`config.mk`:
```
export PLATFORM = sky130hd
export DESIGN_NAME = acia_serial_registers_flat
export DESIGN_NICKNAME = d
export VERILOG_FILES = /design/src/hdl/acia_pkg.sv /design/src/hdl/acia_if.sv /design/src/hdl/acia_serial_registers.sv /design/src/flat_wrapper.sv
export SDC_FILE = /design/constraint.sdc
export NUM_CORES = 1
export LEC_CHECK = 0
export BUFFER_PORTS_ARGS = -buffer_cell sky130_fd_sc_hd__buf_2
export CAP_MARGIN = 30
export CORE_UTILIZATION = 52
export CTS_CLUSTER_DIAMETER = 50
export DETAILED_ROUTE_END_ITERATION = 8
export PLACE_DENSITY = 0.79
export SYNTH_ARGS = -nofsm -noshare
export SYNTH_HDL_FRONTEND = slang
export SYNTH_SLANG_ARGS = --single-unit
export TNS_END_PERCENT = 100
```
`constraint.sdc`:
```
create_clock -name clk -period 2.4 [get_ports clk]
set_input_delay 0.24 -clock clk [delete_from_list [all_inputs] [get_ports clk]]
set_output_delay 0.24 -clock clk [all_outputs]
set_load 0.03 [all_outputs]
```
`src/hdl/acia_pkg.sv`:
```
// Shared types and constants for the serial adapter register block.
package acia_pkg;

  // Event codes carried in the op field of an input word.
  localparam logic [2:0] OP_READ  = 3'd0;
  localparam logic [2:0] OP_WRITE = 3'd1;
  localparam logic [2:0] OP_RXBYTE = 3'd2;
  localparam logic [2:0] OP_TXDONE = 3'd3;
  localparam logic [2:0] OP_TICK  = 3'd4;
  localparam logic [2:0] OP_CTS   = 3'd5;
  localparam logic [2:0] OP_DCD   = 3'd6;

  // Status bit positions.
  localparam int unsigned ST_RDRF = 0;
  localparam int unsigned ST_TDRE = 1;
  localparam int unsigned ST_DCD  = 2;
  localparam int unsigned ST_CTS  = 3;
  localparam int unsigned ST_OVRN = 5;
  localparam int unsigned ST_IRQ  = 7;

  // Control field codes.
  localparam logic [1:0] CR_MASTER_RESET = 2'b11;
  localparam logic [1:0] CR_TX_IRQ_EN    = 2'b01;
  localparam logic [1:0] CR_RTS_HIGH     = 2'b10;
  localparam int unsigned CR_RX_IRQ_EN   = 7;

  localparam logic [7:0]  STATUS_RESET   = 8'h02;
  localparam logic [15:0] TX_DELAY_RESET = 16'd160;

  typedef struct packed {
    logic [2:0]  op;
    logic        rs;
    logic [7:0]  data;
    logic [15:0] tick_cycles;
  } in_word_t;

  typedef struct packed {
    logic [7:0] read_data;
    logic       irq;
    logic       rts_level;
    logic       rts_toggle;
    logic [7:0] tx_byte;
    logic       tx_start;
    logic       rx_taken;
  } out_word_t;

endpackage

```
`src/hdl/acia_if.sv`:
```
// Valid/ready channel interfaces for the input and result words.
interface acia_in_if;
  logic              valid;
  logic              ready;
  acia_pkg::in_word_t word;

  modport source(output valid, output word, input ready);
  modport sink(input valid, input word, output ready);
endinterface

interface acia_out_if;
  logic               valid;
  logic               ready;
  acia_pkg::out_word_t word;

  modport source(output valid, output word, input ready);
  modport sink(input valid, input word, output ready);
endinterface

```
`src/hdl/acia_serial_registers.sv`:
```
// Serial adapter register block: event decode, state update and result register.
//
//   port        dir   handshake       payload
//   in_chan     in    valid/ready     op, rs, data, tick_cycles
//   out_chan    out   valid/ready     read_data, irq, rts_level, rts_toggle,
//                                     tx_byte, tx_start, rx_taken
//   cfg_*       in    write enable    tx_start_delay (16 bits)
//
// One word is accepted per cycle unless a held result stalls the input; its result
// appears in the output register on the next cycle, since the whole state update is
// one level of logic. The output register is the only stage: a new word is taken
// whenever the result register is empty or being drained in the same cycle.
// rst_n is synchronous and active low; it restores all state but the result word,
// including the start delay register at 160.
module acia_serial_registers (
  input  logic              clk,
  input  logic              rst_n,
  acia_in_if.sink           in_chan,
  acia_out_if.source        out_chan,
  input  logic              cfg_we,
  input  logic [15:0]       cfg_wdata
);

  logic [15:0] tx_delay_r;
  logic [7:0]  ctrl_r,    ctrl_nxt;
  logic [7:0]  status_r,  status_nxt;
  logic        dcd_lat_r, dcd_lat_nxt;
  logic        st_read_r, st_read_nxt;
  logic        tx_idle_r, tx_idle_nxt;
  logic [7:0]  tx_data_r, tx_data_nxt;
  logic [7:0]  rx_data_r, rx_data_nxt;
  logic [15:0] tx_cnt_r,  tx_cnt_nxt;
  logic        rts_r,     rts_nxt;

  logic                out_valid_r, out_valid_nxt;
  acia_pkg::out_word_t out_word_r,  out_word_nxt;

  logic        accept;
  logic        irq_upd;
  logic        rx_irq;
  logic        tx_irq;
  logic [15:0] tick_left;

  acia_pkg::in_word_t iw;

  assign iw            = in_chan.word;
  assign in_chan.ready = !out_valid_r || out_chan.ready;
  assign accept        = in_chan.valid && in_chan.ready;

  assign out_chan.valid = out_valid_r;
  assign out_chan.word  = out_word_r;

  assign tick_left = (tx_cnt_r >= iw.tick_cycles) ? tx_cnt_r - iw.tick_cycles : 16'd0;

  always_comb begin
    ctrl_nxt    = ctrl_r;
    status_nxt  = status_r;
    dcd_lat_nxt = dcd_lat_r;
    st_read_nxt = st_read_r;
    tx_idle_nxt = tx_idle_r;
    tx_data_nxt = tx_data_r;
    rx_data_nxt = rx_data_r;
    tx_cnt_nxt  = tx_cnt_r;
    rts_nxt     = rts_r;
    irq_upd     = 1'b0;
    out_word_nxt = '0;

    case (iw.op)
      acia_pkg::OP_READ: begin
        if (iw.rs) begin
          status_nxt[acia_pkg::ST_RDRF] = 1'b0;
          if (st_read_r) begin
            dcd_lat_nxt = 1'b0;
          end
          out_word_nxt.read_data = rx_data_r;
          out_word_nxt.rx_taken  = 1'b1;
          rx_data_nxt = 8'd0;
          irq_upd     = 1'b1;
        end else begin
          st_read_nxt = 1'b1;
          out_word_nxt.read_data = status_r;
        end
      end
      acia_pkg::OP_WRITE: begin
        if (iw.rs) begin
          if (status_r[acia_pkg::ST_TDRE]) begin
            tx_data_nxt = iw.data;
            tx_cnt_nxt  = tx_delay_r;
            tx_idle_nxt = 1'b0;
          end
          status_nxt[acia_pkg::ST_TDRE] = 1'b0;
        end else begin
          ctrl_nxt = iw.data;
          // Master reset clears everything except control, RTS and the delay setting.
          if (iw.data[1:0] == acia_pkg::CR_MASTER_RESET) begin
            status_nxt  = acia_pkg::STATUS_RESET;
            dcd_lat_nxt = 1'b0;
            st_read_nxt = 1'b0;
            tx_idle_nxt = 1'b1;
            tx_data_nxt = 8'd0;
            rx_data_nxt = 8'd0;
            tx_cnt_nxt  = 16'd0;
          end
          rts_nxt = (iw.data[6:5] == acia_pkg::CR_RTS_HIGH);
          out_word_nxt.rts_toggle = rts_nxt ^ rts_r;
        end
        irq_upd = 1'b1;
      end
      acia_pkg::OP_RXBYTE: begin
        status_nxt[acia_pkg::ST_RDRF] = 1'b1;
        rx_data_nxt = iw.data;
        irq_upd     = 1'b1;
      end
      acia_pkg::OP_TXDONE: begin
        if (!status_r[acia_pkg::ST_CTS]) begin
          status_nxt[acia_pkg::ST_TDRE] = 1'b1;
        end
        tx_idle_nxt = 1'b1;
        irq_upd     = 1'b1;
      end
      acia_pkg::OP_TICK: begin
        if (tx_cnt_r != 16'd0) begin
          tx_cnt_nxt = tick_left;
          out_word_nxt.tx_start = (tick_left == 16'd0);
        end
      end
      acia_pkg::OP_CTS: begin
        if (iw.data != 8'd0) begin
          status_nxt[acia_pkg::ST_CTS]  = 1'b1;
          status_nxt[acia_pkg::ST_TDRE] = 1'b0;
        end else begin
          status_nxt[acia_pkg::ST_CTS] = 1'b0;
          if (tx_idle_r) begin
            status_nxt[acia_pkg::ST_TDRE] = 1'b1;
          end
        end
        irq_upd = 1'b1;
      end
      acia_pkg::OP_DCD: begin
        if (iw.data != 8'd0) begin
          // Only a rising edge latches the interrupt and rearms the read sequence.
          if (!status_r[acia_pkg::ST_DCD]) begin
            dcd_lat_nxt = 1'b1;
            st_read_nxt = 1'b0;
          end
          status_nxt[acia_pkg::ST_DCD] = 1'b1;
        end else begin
          status_nxt[acia_pkg::ST_DCD] = 1'b0;
        end
        irq_upd = 1'b1;
      end
      default: begin
      end
    endcase

    rx_irq = ctrl_nxt[acia_pkg::CR_RX_IRQ_EN] &&
             (status_nxt[acia_pkg::ST_RDRF] || status_nxt[acia_pkg::ST_OVRN] || dcd_lat_nxt);
    tx_irq = (ctrl_nxt[6:5] == acia_pkg::CR_TX_IRQ_EN) && status_nxt[acia_pkg::ST_TDRE];
    if (irq_upd) begin
      status_nxt[acia_pkg::ST_IRQ] = rx_irq || tx_irq;
    end

    out_word_nxt.irq       = status_nxt[acia_pkg::ST_IRQ];
    out_word_nxt.rts_level = rts_nxt;
    out_word_nxt.tx_byte   = tx_data_nxt;
  end

  always_comb begin
    if (accept) begin
      out_valid_nxt = 1'b1;
    end else if (out_chan.ready) begin
      out_valid_nxt = 1'b0;
    end else begin
      out_valid_nxt = out_valid_r;
    end
  end

  always_ff @(posedge clk) begin
    if (!rst_n) begin
      tx_delay_r  <= acia_pkg::TX_DELAY_RESET;
      ctrl_r      <= 8'd0;
      status_r    <= acia_pkg::STATUS_RESET;
      dcd_lat_r   <= 1'b0;
      st_read_r   <= 1'b0;
      tx_idle_r   <= 1'b1;
      tx_data_r   <= 8'd0;
      rx_data_r   <= 8'd0;
      tx_cnt_r    <= 16'd0;
      rts_r       <= 1'b0;
      out_valid_r <= 1'b0;
    end else begin
      if (cfg_we) begin
        tx_delay_r <= cfg_wdata;
      end
      if (accept) begin
        ctrl_r    <= ctrl_nxt;
        status_r  <= status_nxt;
        dcd_lat_r <= dcd_lat_nxt;
        st_read_r <= st_read_nxt;
        tx_idle_r <= tx_idle_nxt;
        tx_data_r <= tx_data_nxt;
        rx_data_r <= rx_data_nxt;
        tx_cnt_r  <= tx_cnt_nxt;
        rts_r     <= rts_nxt;
      end
      out_valid_r <= out_valid_nxt;
    end
  end

  always_ff @(posedge clk) begin
    if (accept) begin
      out_word_r <= out_word_nxt;
    end
  end

  // A data write into an empty transmit register loads the start delay.
  a_delay_load: assert property (@(posedge clk) disable iff (!rst_n)
    accept && iw.op == acia_pkg::OP_WRITE && iw.rs && status_r[acia_pkg::ST_TDRE]
    |=> tx_cnt_r == $past(tx_delay_r))
    else $error("transmit delay counter not loaded on data write");

  // The framing, overrun and parity bits are never raised.
  a_status_unused: assert property (@(posedge clk) disable iff (!rst_n)
    status_r[6:4] == 3'b000)
    else $error("unused status bits set");

  // A held result stalls the input side.
  a_stall: assert property (@(posedge clk) disable iff (!rst_n)
    out_valid_r && !out_chan.ready |-> !in_chan.ready)
    else $error("input accepted while result register is stalled");

  // A pending result reflects the current state registers.
  a_result_state: assert property (@(posedge clk) disable iff (!rst_n)
    out_valid_r |-> out_word_r.irq == status_r[acia_pkg::ST_IRQ] &&
                    out_word_r.rts_level == rts_r && out_word_r.tx_byte == tx_data_r)
    else $error("result word disagrees with state registers");

endmodule
```
`src/flat_wrapper.sv`:
```
// flat-port wrapper written by rule: the top's interface ports become plain ports
module acia_serial_registers_flat 
  (clk, rst_n, cfg_we, cfg_wdata, in_chan_valid, in_chan_word, in_chan_ready, out_chan_valid, out_chan_word, out_chan_ready);
  acia_in_if in_chan_i ();
  acia_out_if out_chan_i ();
  input  logic clk;
  input  logic rst_n;
  input  logic cfg_we;
  input  logic [15:0] cfg_wdata;
  input wire logic [$bits(in_chan_i.valid)-1:0] in_chan_valid;
  input wire logic [$bits(in_chan_i.word)-1:0] in_chan_word;
  output wire logic [$bits(in_chan_i.ready)-1:0] in_chan_ready;
  output wire logic [$bits(out_chan_i.valid)-1:0] out_chan_valid;
  output wire logic [$bits(out_chan_i.word)-1:0] out_chan_word;
  input wire logic [$bits(out_chan_i.ready)-1:0] out_chan_ready;
  assign in_chan_i.valid = in_chan_valid;
  assign in_chan_i.word = in_chan_word;
  assign in_chan_ready = in_chan_i.ready;
  assign out_chan_valid = out_chan_i.valid;
  assign out_chan_word = out_chan_i.word;
  assign out_chan_i.ready = out_chan_ready;
  acia_serial_registers u_core (.clk(clk), .rst_n(rst_n), .in_chan(in_chan_i), .out_chan(out_chan_i), .cfg_we(cfg_we), .cfg_wdata(cfg_wdata));
endmodule
```
# --- Word level (Yosys, flattened, before mapping) ---
# Index checks and enable logic that the tools add are counted.
totals:
  regBits: 88
  elab_cells: 130
  inputBits: 49
op_classes:
  n_eq_ne: 18
  n_mux: 55
  n_reduce_logical: 30
  n_lt_le_gt_ge: 1
  n_addsub: 1
  bitwise: 3
op_table:
  columns: ["operator", "count"]
  rows:
  - ["8-bit two-way mux", 11]
  - ["16-bit two-way mux", 5]
  - ["16-bit case mux with 2 select lines", 1]
  - ["1-bit two-way mux", 27]
  - ["8-bit case mux with 3 select lines", 1]
  - ["16-bit greater-or-equal comparator", 1]
  - ["16-bit zero test", 1]
  - ["16-bit nonzero test", 1]
  - ["16-bit subtractor", 1]
  - ["1-bit case mux with 3 select lines", 4]
  - ["4-bit AND reduction", 3]
  - ["5-bit AND reduction", 2]
  - ["2-bit nonzero test", 5]
  - ["3-bit equality test (second input constant)", 3]
  - ["2-bit != test (second input constant)", 4]
  - ["1-bit case mux with 2 select lines", 4]
  - ["8-bit nonzero test", 1]
  - ["7-bit AND reduction", 1]
  - ["3-bit by 2-bit equality test with 1-bit output (second input constant)", 2]
  - ["6-bit two-way mux", 1]
  - ["2-bit by 1-bit != test with 1-bit output (second input constant)", 3]
  - ["3-bit by 2-bit != test with 1-bit output (second input constant)", 2]
  - ["3-bit nonzero test", 2]
  - ["5-bit OR reduction", 1]
  - ["other kinds (13)", 21]

# --- Logic depth before layout (Yosys ltp) ---
depth:
  word_depth: 9
  ltp_mapped: 11
  depth_no_buf: 10

# --- Least setup slack after synthesis ---
# Ideal clock, no wire load.
synth_timing:
  path_type: "reg-to-reg"
  start: "reg u_core.tx_cnt_r[0]"
  end: "reg u_core.tx_cnt_r[6]"
  period_less_slack_ps: 2514
  path_stages_with_launch: 11
  setup_slack_ps: -114
  arrival_ps: 2441
  setup_time_ps: 73
  path_buffers: 0
  cell_sequence: "dfxtp_1 > inv_1 > ha_1 > fa_1 > and2b_2 > o22ai_2 > a311o_2 > a21oi_2 > nor2_2 > or3_4 > a31oi_4"
synth_via:
  elab_chain_len: 4
  word_cells_on_any_way: 8
  classes_between: "add/sub (1); order compare (1); eq/ne (1); mux (3); reduce/logical (2)"
synth_rtl:
  columns: ["element", "line_no", "rtl"]
  rows:
  - ["from (decl)", "acia_serial_registers.sv:32", "logic [15:0] tx_cnt_r, tx_cnt_nxt;"]
  - ["from (signal assigned)", "acia_serial_registers.sv:203", "tx_cnt_r <= tx_cnt_nxt;"]
  - ["16-bit subtractor / 16-bit greater-or-equal comparator (equally long branches)", "acia_serial_registers.sv:53", "assign tick_left = (tx_cnt_r >= iw.tick_cycles) ? tx_cnt_r - iw.tick_cycles : 16'd0;"]
  - ["16-bit two-way mux", "acia_serial_registers.sv:53", null]
  - ["16-bit two-way mux", "acia_serial_registers.sv:122", "if (tx_cnt_r != 16'd0) begin"]
  - ["16-bit case mux with 2 select lines", "acia_serial_registers.sv:68", "case (iw.op)"]
# Several ways; a longest one is shown, not always the timed one. The select of a mux whose other input is x is not followed.
# A chain may end at the register's enable or synchronous reset.

# --- Worst setup path after layout ---
layout_timing:
  start: "reg u_core.tx_cnt_r[0]"
  end: "reg u_core.out_word_r, in the netlist u_core.out_chan.word[1], data pin"
layout_via:
  elab_chain_len: 3
  word_cells_on_any_way: 6
  classes_between: "add/sub (1); order compare (1); mux (1); reduce/logical (3)"
layout_rtl:
  columns: ["element", "line_no", "rtl"]
  rows:
  - ["16-bit subtractor / 16-bit greater-or-equal comparator (equally long branches)", "acia_serial_registers.sv:53", null]
  - ["16-bit two-way mux", "acia_serial_registers.sv:53", null]
  - ["16-bit zero test", "acia_serial_registers.sv:124", "out_word_nxt.tx_start = (tick_left == 16'd0);"]
  - ["to (signal assigned)", "acia_serial_registers.sv:212", "out_word_r <= out_word_nxt;"]
  - ["to (decl)", "acia_serial_registers.sv:36", "acia_pkg::out_word_t out_word_r, out_word_nxt;"]
# Several ways; a longest one is shown, not always the timed one.

==> impl_summary.md <==
Run status
The run finished, with violations left. The final reports fail on negative setup slack.

Timing
Hold is met by 0.116 ns. The period utilization is 108%. Setup violations remaining at the end of the flow were counted as 17. On the final layout, the worst clock skew is 0.00748 ns.

Derived from the worst setup path, the maximum achievable clock frequency is about 380 MHz. The max-slew headroom at the worst pin is 35.0%. Setup slack on the critical path of the routed design comes to -0.200 ns.

Setup repair after global routing could not meet its margin everywhere. For the final routed database, the setup TNS stands at -1.13 ns. The final count of pins violating max slew was 0. The measured slew at the worst slew-check pin is 0.970 ns. The number of hold violations in the final report was 0.

The time the worst path needs with I/O delays and setup is between 2 and 3 ns.

Clocking
The post-CTS clock slew at the launch and capture registers of the worst setup and hold paths is 0.08 ns. Counting the buffers created by CTS gives 9. In this run the clock root is driven by a sky130_fd_sc_hd__clkbuf_8. The source-to-sink clock delay at the later pin of the worst-skew pair is 0.35 ns. The clock passes through at most 2 buffers.

The total clock sinks is 83. The TritonCTS clock tree is done. The number of hold-repair buffers added at the cts stage is 0. In this run the number of H-tree levels came out at 3.

Floorplanning
The die is 98.8 microns wide. The total number of placement rows is 34. Measured along the y axis, the die boundary spans 98.8 microns.

The floorplan step defined a die boundary enclosing between 0.009 and 0.01 sq mm. The initial standard-cell utilization of the core is 54.9%. The region available for standard cell placement spans 0.00889 sq mm.

The total I/O pin count is 72.

Synth
The sequential cell area fraction in the yosys report is a little under two fifths. Counting instances in the post-synthesis netlist gives the leading cell types as sky130_fd_sc_hd__dfxtp_1, sky130_fd_sc_hd__nand2_1, sky130_fd_sc_hd__a21oi_1. The flip-flop cell with the highest count after synthesis is sky130_fd_sc_hd__dfxtp_1. After synthesis, the share of flip-flops with an asynchronous set or reset is 0%. Sorting the synthesized cells by area gives the leading types as sky130_fd_sc_hd__dfxtp_1, sky130_fd_sc_hd__edfxtp_1, sky130_fd_sc_hd__mux2i_1, sky130_fd_sc_hd__nand2_1, sky130_fd_sc_hd__ha_1. Synthesis produced a netlist whose cell count is around 550. The register bit count reported by yosys is 83. During synthesis, Yosys emitted a total of 0 warnings.

The average instance in the mapped netlist occupies around 8.9 sq um. When the netlist entered floorplanning its net count stood at 612. Among all cell types in the netlist, the one instantiated most often is sky130_fd_sc_hd__dfxtp_1.

The post-synthesis cell type with the largest combined area is sky130_fd_sc_hd__dfxtp_1. The cell area after synthesis is 0.00488 sq mm. The number of flops mapped to enable cells by yosys is 21. The top cell type's share of synthesized area is roughly a quarter. The number of distinct library cell variants in the gate-level netlist after synthesis is 82.

Worst setup path
Walking the worst path, the cells encountered are inv_2 -> ha_4 -> fa_2 -> and2b_2 -> o21a_1 -> nor2_1 -> a2111oi_4 -> o2111ai_2 -> or4_1 -> o21ai_1. For the worst setup path, the data required time is ~2.6 ns. The longest individual stage delay on the worst path is 0.42 ns. The worst register-to-register path begins at u_core.tx_cnt_r[0]. The capture instance of the worst register-to-register path is u_core.out_chan.word[1]. The critical path capture point type is a flop.

In this run the register-to-register setup slack is -0.20 ns. The critical path data arrival time is 2.81 ns. The kind of critical path is reg2reg. The critical-path cell with the highest stage delay is sky130_fd_sc_hd__or4_1.

The largest fanout on the critical path is 3. The logic depth of the worst register-to-register path is 10. The type of origin of the critical path is a flop.

Power and ir drop
The leakage power total is 2.49 nW. The power after layout is 3.37 mW. For this design the ratio of total power to cell area is 568 mW/mm^2. The highest ir drop seen on vdd is 364 uV.

Placement
In this run the tool buffered the top-level ports with 71 buffer cells. The number of placed instances, taps included, is 727. In this run the cell area measured after placement is between 0.005 and 0.006 sq mm.

At the end of routability-driven placement, the weighted congestion stood at 0.935. Detailed placement finished with a half-perimeter wire length of 9080 microns.

GRT
The total overflow left after global routing is 0. Global routing used between 20% and 30% of the available tracks across all layers. The number of antenna violations at the first check in global routing is 0. The wire length of the first global-routing pass is 20500 microns. The via count of the first global-routing pass is 4273. Entering global routing, the biggest net connects 36 pins.

Hold path
The worst hold path terminates at u_core.tx_delay_r[5]. In this run the most critical hold path is launched from cfg_wdata[5]. The min-delay analysis places its worst path in the category in2reg. Counting instances, the worst hold path has a depth of 3.

Drt
The DRC violation count after routing is 0. After detailed routing, the average wire length per cell comes to 17.1 microns. The first detailed-routing pass ran for 5 iterations. For this block, the routed nets add up to around 13000 microns of wire. The final route contains 4535 vias. The number of vias per cell is between 6 and 7.

The iteration-0 DRC count of the detailed router is between 300 and 400. The count of nets left with antenna violations after detail routing is 0.

Cells and area
The final-layout fill cell count is 702. The final layout contains 701 nets. With fillers left out, the area of the finished cells amounts to between 0.005 and 0.006 sq mm. 0 antenna diodes ended up in the layout. Compared with the post-synthesis result, the final layout area differs by 21.7%. Of the cells placed in the final design, the portion with a size suffix greater than 1 is 27.8%.

Once layout is complete, the cells apart from fillers number 748.

Job
Max-cap violations in this run came to 0.
how the worst max path moves through the flow:
stage / to / cells past startpoint / slack (ns) / from
2_1_floorplan: u_core.out_chan.word[1] / 10 / -0.02 / u_core.tx_cnt_r[0]
3_3_place_gp: u_core.out_chan.word[1] / 10 / -0.09 / in_chan_word[0]
3_5_place_dp: u_core.out_chan.word[1] / 10 / -0.19 / u_core.tx_cnt_r[0]
4_1_cts: u_core.out_chan.word[1] / 10 / -0.22 / u_core.tx_cnt_r[0]
5_1_grt: u_core.out_chan.word[1] / 10 / -0.34 / u_core.tx_cnt_r[0]
6_report: u_core.out_chan.word[1] / 10 / -0.20 / u_core.tx_cnt_r[0]
cell usage in the layout, fill, tap and decap left out, types with 4 or more instances in the layout:
cell type                  instances
sky130_fd_sc_hd__nand2_1          57
sky130_fd_sc_hd__mux2i_1          23
sky130_fd_sc_hd__o21bai_1          4
sky130_fd_sc_hd__a21o_1            8
sky130_fd_sc_hd__xnor2_1           4
sky130_fd_sc_hd__nor2_1           26
sky130_fd_sc_hd__a21oi_1          23
sky130_fd_sc_hd__a21boi_0         13
sky130_fd_sc_hd__inv_1            24
sky130_fd_sc_hd__ha_1             15
sky130_fd_sc_hd__a211oi_2          4
sky130_fd_sc_hd__a21oi_2           6
sky130_fd_sc_hd__dfxtp_1          61
sky130_fd_sc_hd__a22o_1            8
sky130_fd_sc_hd__nor4_1            8
sky130_fd_sc_hd__buf_4            35
sky130_fd_sc_hd__nor3b_1           5
sky130_fd_sc_hd__nand4_1           4
sky130_fd_sc_hd__o21ai_0          27
sky130_fd_sc_hd__a21boi_1         10
sky130_fd_sc_hd__nand2b_1          4
sky130_fd_sc_hd__and3_1            4
sky130_fd_sc_hd__nand3_1          22
sky130_fd_sc_hd__and2_1            4
sky130_fd_sc_hd__o21a_1            4
sky130_fd_sc_hd__a22oi_2           5
sky130_fd_sc_hd__clkbuf_8          9
sky130_fd_sc_hd__buf_6             5
sky130_fd_sc_hd__nor3_1           11
sky130_fd_sc_hd__nor2b_1          21
sky130_fd_sc_hd__buf_2            71
sky130_fd_sc_hd__edfxtp_1         21
layer usage:
metal  up-vias  track usage [%]  share of wire [%]
met5         -                0                  0
met4         0             6.54                1.2
met3        16             4.61                5.6
met2       178             43.7                 48
met1      2168             35.6                 45
li1       2173                -                  -
report_power, final:
group	total, mW	internal, mW	switching [mW]
combinational	0.758	0.312	0.446
sequential	1.54	1.50	0.0415
clock	1.08	0.569	0.508
total	3.37	2.38	0.996
kinds of logic after synthesis:
family | after synthesis | synth area share, %
flip-flops | 83 | 38.4
adder cells (fa/ha/maj) | 17 | 4.52
buffers and inverters | 59 | 5.67
multiplexers | 24 | 4.95
AO/OA/AOI/OAI | 159 | 23.6
XOR/XNOR | 7 | 1.26
AND/OR/NAND/NOR | 197 | 21.7
state kept, by name, summed over array words and instances (netlist names):
register,count
u_core.tx_idle_r,1
u_core.rx_data_r,8
u_core.tx_cnt_r,16
u_core.tx_delay_r,16
u_core.rts_r,1
u_core.dcd_lat_r,1
u_core.tx_data_r,8
u_core.status_r,6
u_core.out_chan.valid,1
u_core.out_chan.word,21
u_core.ctrl_r,3
u_core.st_read_r,1
cell type report:
class                           count  area (sq um)  share of cell area, %
Clock buffer                       13           203                   3.41
Clock inverter                      3          21.3                  0.358
Inverter                           25          93.8                   1.58
Multi-Input combinational cell    404          2920                   49.1
Sequential cell                    83          1870                   31.6
Tap cell                          108           135                   2.28
Timing Repair Buffer              112           694                   11.7
critical path: cells and delay by family (launching register included):
kind / cells / cell delay [ns]
DFF: 1 / 0.34
AOI/OAI and AO/OA: 4 / 0.75
adders and majority gates: 2 / 0.55
buffers and inverters: 1 / 0.04
and+or+nand+nor: 3 / 0.78
through the flow:
stage | setup WS, ns | util (%)
floorplan | -0.0173 | -
global placement | -0.0921 | 61.9
finish | -0.200 | 66.8
global route | -0.339 | 66.8
detailed placement | -0.192 | 61.9
CTS | -0.219 | 65.8
timing repair:
action | CTS | global route
setup buffers | 2 | 3
endpoints found under the hold margin | 0 | 0
resized for setup | 23 | 11
setup endpoints to repair | 17 | 17
pin swaps | 21 | 9
No activity file was read; power rests on OpenSTA's default activity.
